<file path="src/rtl/cms_pkg.sv">
// package for the capture move score sorter: payload types, codes and the score table
`timescale 1ns / 1ps
package cms_pkg;

   // list capacity, number of cells in the insertion chain
   localparam int MAX_MOVES = 64;

   localparam int TAG_W   = 16;
   localparam int SCORE_W = 13;
   localparam int PROMO_W = 12;
   localparam int TYPE_W  = 3;
   localparam int KIND_W  = 2;
   localparam int PIECE_W = 2;
   localparam int CSR_IDX_W = 2;

   // move kinds
   localparam logic [KIND_W-1:0] KIND_NORMAL     = 2'd0;
   localparam logic [KIND_W-1:0] KIND_PROMOTION  = 2'd1;
   localparam logic [KIND_W-1:0] KIND_EN_PASSANT = 2'd2;
   localparam logic [KIND_W-1:0] KIND_CASTLING   = 2'd3;

   // piece type codes
   localparam logic [TYPE_W-1:0] PIECE_PAWN = 3'd0;

   // register indexes
   localparam logic [CSR_IDX_W-1:0] CSR_PROMO_KNIGHT = 2'd0;
   localparam logic [CSR_IDX_W-1:0] CSR_PROMO_BISHOP = 2'd1;
   localparam logic [CSR_IDX_W-1:0] CSR_PROMO_ROOK   = 2'd2;
   localparam logic [CSR_IDX_W-1:0] CSR_PROMO_QUEEN  = 2'd3;

   // register reset values
   localparam logic [PROMO_W-1:0] PROMO_KNIGHT_RST = 12'd320;
   localparam logic [PROMO_W-1:0] PROMO_BISHOP_RST = 12'd330;
   localparam logic [PROMO_W-1:0] PROMO_ROOK_RST   = 12'd500;
   localparam logic [PROMO_W-1:0] PROMO_QUEEN_RST  = 12'd900;

   // victim/attacker table, indexed by {victim, attacker}
   localparam logic [5:0] CAPTURE_SCORES [64] = '{
      6'd15, 6'd14, 6'd13, 6'd12, 6'd11, 6'd10, 6'd0, 6'd0,
      6'd25, 6'd24, 6'd23, 6'd22, 6'd21, 6'd20, 6'd0, 6'd0,
      6'd35, 6'd34, 6'd33, 6'd32, 6'd31, 6'd30, 6'd0, 6'd0,
      6'd45, 6'd44, 6'd43, 6'd42, 6'd41, 6'd40, 6'd0, 6'd0,
      6'd55, 6'd54, 6'd53, 6'd52, 6'd51, 6'd50, 6'd0, 6'd0,
      6'd0,  6'd0,  6'd0,  6'd0,  6'd0,  6'd0,  6'd0, 6'd0,
      6'd0,  6'd0,  6'd0,  6'd0,  6'd0,  6'd0,  6'd0, 6'd0,
      6'd0,  6'd0,  6'd0,  6'd0,  6'd0,  6'd0,  6'd0, 6'd0
   };

   typedef struct packed {
      logic [TAG_W-1:0]   move_tag;
      logic [TYPE_W-1:0]  attacker_type;
      logic [TYPE_W-1:0]  victim_type;
      logic [KIND_W-1:0]  move_kind;
      logic [PIECE_W-1:0] promo_piece;
      logic               last_in;
   } req_type;

   typedef struct packed {
      logic [TAG_W-1:0]   sorted_tag;
      logic [SCORE_W-1:0] move_score;
      logic               last_out;
      logic               overflowed;
   } rsp_type;

   // one stored move
   typedef struct packed {
      logic               valid;
      logic [TAG_W-1:0]   tag;
      logic [SCORE_W-1:0] score;
   } entry_type;

   // broadcast control for every cell of the chain
   typedef struct packed {
      logic               insert;
      logic               pop;
      logic [TAG_W-1:0]   new_tag;
      logic [SCORE_W-1:0] new_score;
   } cell_ctrl_type;

   typedef logic [3:0][PROMO_W-1:0] promo_vals_type;

endpackage

</file>
<file path="src/rtl/cms_score.sv">
// move scorer: table lookup by victim and attacker plus promotion bonus
`timescale 1ns / 1ps
module cms_score (
   input  cms_pkg::req_type          req,
   input  cms_pkg::promo_vals_type   promo_vals,
   output logic [cms_pkg::SCORE_W-1:0] score
);
   import cms_pkg::*;

   logic [TYPE_W-1:0]  victim_eff;
   logic [5:0]         table_score;
   logic [SCORE_W-1:0] bonus;

   // en passant captures a pawn
   always_comb begin
      victim_eff = (req.move_kind == KIND_EN_PASSANT) ? PIECE_PAWN : req.victim_type;
      table_score = CAPTURE_SCORES[{victim_eff, req.attacker_type}];
   end

   // promotion bonus only on promotion moves
   always_comb begin
      if (req.move_kind == KIND_PROMOTION) begin
         bonus = {1'b0, promo_vals[req.promo_piece]};
      end else begin
         bonus = '0;
      end
      score = bonus + {{(SCORE_W-6){1'b0}}, table_score};
   end

endmodule

</file>
<file path="src/rtl/cms_cell.sv">
// one cell of the sorted insertion chain
`timescale 1ns / 1ps
module cms_cell (
   input  logic                    clock,
   input  logic                    reset,
   input  cms_pkg::cell_ctrl_type  ctrl,
   input  cms_pkg::entry_type      prev_entry,
   input  logic                    prev_ins,
   input  cms_pkg::entry_type      next_entry,
   output cms_pkg::entry_type      entry,
   output logic                    ins
);
   import cms_pkg::*;

   entry_type entry_ff;
   entry_type entry_in;

   // new move belongs at or above this cell; ties stay behind
   assign ins   = !entry_ff.valid || (entry_ff.score < ctrl.new_score);
   assign entry = entry_ff;

   // shift down on insert, shift up on pop
   always_comb begin
      entry_in = entry_ff;
      if (ctrl.pop) begin
         entry_in = next_entry;
      end else if (ctrl.insert) begin
         if (prev_ins) begin
            entry_in = prev_entry;
         end else if (ins) begin
            entry_in.valid = 1'b1;
            entry_in.tag   = ctrl.new_tag;
            entry_in.score = ctrl.new_score;
         end
      end
   end

   always_ff @(posedge clock) begin
      if (reset) begin
         entry_ff.valid <= 1'b0;
      end else begin
         entry_ff <= entry_in;
      end
   end

endmodule

</file>
<file path="src/rtl/capture_move_score_sorter.sv">
// capture move score sorter top level: scoring stage, insertion chain, emission
//
// Moves of one list arrive on the req_ channel, one transaction each, and are
// accepted one per cycle while the block is loading. Each move is scored into a
// register stage and from there inserted into a chain of MAX_MOVES cells
// that keeps the list in descending score order, equal scores in load order.
// A move arriving while every cell is full is dropped and the list is flagged.
// The move marked last_in ends the list: once it has left the scoring stage the
// first result is on rsp_, and the chain then shifts one result out per cycle
// as rsp_ready allows. req_ready is low from the last move until the final
// result is taken. When the receiver stalls, the head result holds on
// rsp_payload and the chain holds. csr_ writes set the promotion bonuses and
// take effect on the next accepted move. Reset empties the chain, clears the
// drop flag and restores the bonus defaults.
`timescale 1ns / 1ps
module capture_move_score_sorter (
   input  logic                             clock,
   input  logic                             reset,
   input  logic                             req_valid,
   output logic                             req_ready,
   input  cms_pkg::req_type                 req_payload,
   output logic                             rsp_valid,
   input  logic                             rsp_ready,
   output cms_pkg::rsp_type                 rsp_payload,
   input  logic                             csr_write,
   input  logic [cms_pkg::CSR_IDX_W-1:0]    csr_index,
   input  logic [cms_pkg::PROMO_W-1:0]      csr_data
);
   import cms_pkg::*;

   promo_vals_type promo_ff;
   promo_vals_type promo_in;

   logic               stage_valid_ff, stage_valid_in;
   logic               stage_last_ff;
   logic [TAG_W-1:0]   stage_tag_ff;
   logic [SCORE_W-1:0] stage_score_ff;
   logic [SCORE_W-1:0] req_score;

   logic emit_ff, emit_in;
   logic drop_ff, drop_in;

   entry_type     cell_entry [MAX_MOVES];
   logic          cell_ins   [MAX_MOVES];
   entry_type     prev_entry [MAX_MOVES];
   logic          prev_ins   [MAX_MOVES];
   entry_type     next_entry [MAX_MOVES];
   cell_ctrl_type ctrl;

   logic req_fire, rsp_fire, full, list_done;

   // configuration registers
   always_comb begin
      promo_in = promo_ff;
      if (csr_write) begin
         unique case (csr_index)
            CSR_PROMO_KNIGHT: promo_in[0] = csr_data;
            CSR_PROMO_BISHOP: promo_in[1] = csr_data;
            CSR_PROMO_ROOK:   promo_in[2] = csr_data;
            CSR_PROMO_QUEEN:  promo_in[3] = csr_data;
            default:          promo_in = promo_ff;
         endcase
      end
   end

   always_ff @(posedge clock) begin
      if (reset) begin
         promo_ff[0] <= PROMO_KNIGHT_RST;
         promo_ff[1] <= PROMO_BISHOP_RST;
         promo_ff[2] <= PROMO_ROOK_RST;
         promo_ff[3] <= PROMO_QUEEN_RST;
      end else begin
         promo_ff <= promo_in;
      end
   end

   // handshakes
   assign req_ready = !emit_ff && !(stage_valid_ff && stage_last_ff);
   assign req_fire  = req_valid && req_ready;
   assign rsp_valid = emit_ff;
   assign rsp_fire  = rsp_valid && rsp_ready;
   assign full      = cell_entry[MAX_MOVES-1].valid;
   assign list_done = rsp_fire && !cell_entry[1].valid;

   // scoring stage
   cms_score u_score (
      .req        (req_payload),
      .promo_vals (promo_ff),
      .score      (req_score)
   );

   assign stage_valid_in = req_fire;

   always_ff @(posedge clock) begin
      if (reset) begin
         stage_valid_ff <= 1'b0;
      end else begin
         stage_valid_ff <= stage_valid_in;
      end
   end

   always_ff @(posedge clock) begin
      if (req_fire) begin
         stage_tag_ff   <= req_payload.move_tag;
         stage_score_ff <= req_score;
         stage_last_ff  <= req_payload.last_in;
      end
   end

   // emission and drop flag control
   always_comb begin
      emit_in = emit_ff;
      drop_in = drop_ff;
      if (stage_valid_ff && full) begin
         drop_in = 1'b1;
      end
      if (stage_valid_ff && stage_last_ff) begin
         emit_in = 1'b1;
      end
      if (list_done) begin
         emit_in = 1'b0;
         drop_in = 1'b0;
      end
   end

   always_ff @(posedge clock) begin
      if (reset) begin
         emit_ff <= 1'b0;
         drop_ff <= 1'b0;
      end else begin
         emit_ff <= emit_in;
         drop_ff <= drop_in;
      end
   end

   // broadcast to the chain
   always_comb begin
      ctrl.insert    = stage_valid_ff && !full;
      ctrl.pop       = rsp_fire;
      ctrl.new_tag   = stage_tag_ff;
      ctrl.new_score = stage_score_ff;
   end

   // neighbor wiring
   always_comb begin
      for (int i = 0; i < MAX_MOVES; i++) begin
         if (i == 0) begin
            prev_entry[i] = '0;
            prev_ins[i]   = 1'b0;
         end else begin
            prev_entry[i] = cell_entry[i-1];
            prev_ins[i]   = cell_ins[i-1];
         end
         if (i == MAX_MOVES-1) begin
            next_entry[i] = '0;
         end else begin
            next_entry[i] = cell_entry[i+1];
         end
      end
   end

   // insertion chain
   for (genvar g = 0; g < MAX_MOVES; g++) begin : g_cell
      cms_cell u_cell (
         .clock      (clock),
         .reset      (reset),
         .ctrl       (ctrl),
         .prev_entry (prev_entry[g]),
         .prev_ins   (prev_ins[g]),
         .next_entry (next_entry[g]),
         .entry      (cell_entry[g]),
         .ins        (cell_ins[g])
      );
   end

   // head of the chain is the output
   always_comb begin
      rsp_payload.sorted_tag = cell_entry[0].tag;
      rsp_payload.move_score = cell_entry[0].score;
      rsp_payload.last_out   = !cell_entry[1].valid;
      rsp_payload.overflowed = drop_ff;
   end

endmodule

</file>
<file path="config.mk">
export PLATFORM = sky130hd
export DESIGN_NAME = capture_move_score_sorter
export DESIGN_NICKNAME = d
export VERILOG_FILES = /design/src/rtl/cms_pkg.sv /design/src/rtl/cms_score.sv /design/src/rtl/cms_cell.sv /design/src/rtl/capture_move_score_sorter.sv
export SDC_FILE = /design/constraint.sdc
export NUM_CORES = 2
export LEC_CHECK = 0
export BUFFER_PORTS_ARGS = -buffer_cell sky130_fd_sc_hd__clkbuf_2
export CORE_MARGIN = 5
export CORE_UTILIZATION = 53
export DETAILED_ROUTE_END_ITERATION = 10
export GPL_ROUTABILITY_DRIVEN = 0
export HOLD_SLACK_MARGIN = 0.1
export PLACE_DENSITY = 0.68
export SKIP_LAST_GASP = 1
export SLEW_MARGIN = 15
export SYNTH_ARGS = -nofsm -noshare
export SYNTH_HDL_FRONTEND = slang
export SYNTH_HIERARCHICAL = 1
export SYNTH_SLANG_ARGS = --single-unit
</file>
<file path="constraint.sdc">
create_clock -name clock -period 9.2 [get_ports clock]
set_input_delay 1.38 -clock clock [delete_from_list [all_inputs] [get_ports clock]]
set_output_delay 1.38 -clock clock [all_outputs]
set_load 0.01 [all_outputs]
</file>
==> results.sh <==
export IMPL_status="finished, final reports clean"
export IMPL_wl_per_cell_um=19.6
export IMPL_fillerInstances=19300
export IMPL_antenna_found_initial=1
export IMPL_cts_setup_buffers=0
export IMPL_via_per_inst=5.84
export IMPL_finalSetupViolations=0
export IMPL_worstMarginPinSlew_ns=1.13
export IMPL_hold_violations=0
export IMPL_hp_class="flop to flop"
export IMPL_worstHoldEndpoint="promo_ff[40]$_SDFFE_PP0P_"
export IMPL_r2r_cells=13
export IMPL_synth_area_um2=123000
export IMPL_syn_instance_count=11900
export IMPL_drv_cap=0
export IMPL_grt_pass1_wl_um=471000
export IMPL_rsz0062_at_grt="no"
export IMPL_drtPass1Iterations=6
export IMPL_cellLeakagePower_nw=58.6
export IMPL_drt_iter0_markers=7279
export IMPL_fin_tns_setup_ns=0
export IMPL_hold_slack_ns=0.478
export IMPL_wirelength_um=293000
export IMPL_fin_nets=12500
export IMPL_rows=176
export IMPL_grt_max_degree=242
export IMPL_initial_utilization=0.533
export IMPL_die_area_um2=241000
export IMPL_worstSetupEndpointType="flop"
export IMPL_relSlewSlack=0.247
export IMPL_io_pins=79
export IMPL_r2r_end="g_cell[26].u_cell/entry[16]$_DFFE_PP_"
export IMPL_finClkSkew_ns=0.0554
export IMPL_drv_slew=0
export IMPL_r2r_slack_ns=4.34
export IMPL_stdcell_count=14900
export IMPL_area_delta_synth_final_pct=7.95
export IMPL_r2r_start="stage_score_ff[8]$_DFFE_PP_"
export IMPL_final_common_cell="nand2_1"
export IMPL_dp_cells=14500
export IMPL_ys_warnings_count=6
export IMPL_clk_pin_slew_ns=0.06
export IMPL_htree_levels=4
export IMPL_arrival_ns=5.35
export IMPL_numCtsBuffers=214
export IMPL_hpwlAfterDp_um=200000
export IMPL_clk_latency_ns=0.87
export IMPL_cts_resized=0
export IMPL_port_buffers=78
export IMPL_num_vias=87100
export IMPL_crit_path_start_kind="flop"
export IMPL_power_mw=22.6
export IMPL_cts_hold_buf=0
export IMPL_cts_tree="built"
export IMPL_dieHeight_um=491
export IMPL_place_ws_ns=4.38
export IMPL_syn_avg_cell_area_um2=10.3
export IMPL_drive_gt1_frac=0.0775
export IMPL_path_class="flop to flop"
export IMPL_die_w_um=491
export IMPL_crit_fanout=49
export IMPL_core_um2=230000
export IMPL_clock_sinks=2001
export IMPL_grtUsageTotal=0.234
export IMPL_period_minus_slack_ns=4.86
export IMPL_powerDensity_nw_per_um2=170
export IMPL_holdPathStages=2
export IMPL_clock_tree_root_cell="clkbuf_16"
export IMPL_ir_drop_uv=209
export IMPL_cts_buffer_depth=3
export IMPL_min_delay_start="promo_ff[40]$_SDFFE_PP0P_"
export IMPL_grt_overflow=0
export IMPL_worst_slack_ns=4.34
export IMPL_final_antenna_net_count=0
export IMPL_max_freq_mhz=206
export IMPL_drc_errors=0
export IMPL_mostFrequentLayoutCells="2200 x nand2_1, 1905 x mux2i_1, 1886 x edfxtp_1"
export IMPL_grt_pass1_vias=87400
export IMPL_cp_data_required_time_ns=9.69
export IMPL_finalCritPeriodShare=0.528
==> layout make-up <==
| type | instances | area (µm²) | share of cell area |
|---|---|---|---|
| tap | 3026 | 3790 | 0.0286 |
| timing repair buffer | 297 | 2280 | 0.0172 |
| antenna | 1 | 2.50 | 0.0000189 |
| clock buffer | 280 | 5750 | 0.0434 |
| sequential | 2001 | 58900 | 0.445 |
| clock inverter | 123 | 978 | 0.00739 |
| inverter | 799 | 3000 | 0.0226 |
| multi-input combinational | 8400 | 57700 | 0.436 |
==> report_power, final <==
| part | internal, mW | switching, mW | leakage (nW) | total (mW) |
|---|---|---|---|---|
| sequential | 10.6 | 0.322 | 18.2 | 10.9 |
| combinational | 1.23 | 2.09 | 37.0 | 3.32 |
| clock | 4.62 | 3.75 | 3.30 | 8.37 |
| total | 16.4 | 6.16 | 58.6 | 22.6 |
==> worst max path at each step <==
stage	depth (start not counted)	startpoint	end	slack, ns
3_5_place_dp	13	stage_score_ff[8]$_DFFE_PP_	g_cell[26].u_cell/entry[24]$_DFFE_PP_	4.38
4_1_cts	13	stage_score_ff[8]$_DFFE_PP_	g_cell[26].u_cell/entry[16]$_DFFE_PP_	4.33
5_1_grt	13	stage_score_ff[8]$_DFFE_PP_	g_cell[31].u_cell/entry[28]$_DFFE_PP_	4.05
6_report	13	stage_score_ff[8]$_DFFE_PP_	g_cell[26].u_cell/entry[16]$_DFFE_PP_	4.34
2_1_floorplan	3	g_cell[63].u_cell/entry[29]$_SDFFE_PP0P_	g_cell[43].u_cell/entry[0]$_DFFE_PP_	0.51
3_3_place_gp	13	stage_score_ff[8]$_DFFE_PP_	g_cell[26].u_cell/entry[25]$_DFFE_PP_	4.40
==> sequential cells by signal, summed over array words and instances (netlist names) <==
signal               cells
stage_last_ff            1
stage_valid_ff           1
stage_score_ff          13
g_cell.u_cell/entry   1920
promo_ff                48
drop_ff                  1
stage_tag_ff            16
rsp_valid                1
==> per-layer routing <==
metal / vias to the layer above / global-route usage / share of wire
met3: 486 / 0.0274 / 0.050
met4: 0 / 0.0671 / 0.026
li1: 42200 / - / -
met2: 2404 / 0.390 / 0.47
met1: 42000 / 0.323 / 0.45
met5: - / 0 / 0
==> through the flow <==
stage | cell area [µm²] | util
after floorplan | 123000 | -
after global placement | 126000 | 0.546
after detailed placement | 126000 | 0.546
after CTS | 132000 | 0.575
after global routing | 132000 | 0.575
final | 132000 | 0.575
==> worst max-delay path: stages, from the launching register on <==
cell and delay (ns):
edfxtp_1 0.65, buf_4 0.43, buf_4 0.57, inv_1 0.10
ha_1 0.33, a21oi_1 0.13, o21ai_0 0.14, a221oi_2 0.28
o21ai_2 0.11, nand2_1 0.08, buf_4 0.45, nor2_1 0.13
a31oi_2 0.54, buf_4 0.42
Power figures use the tool's default switching activity.
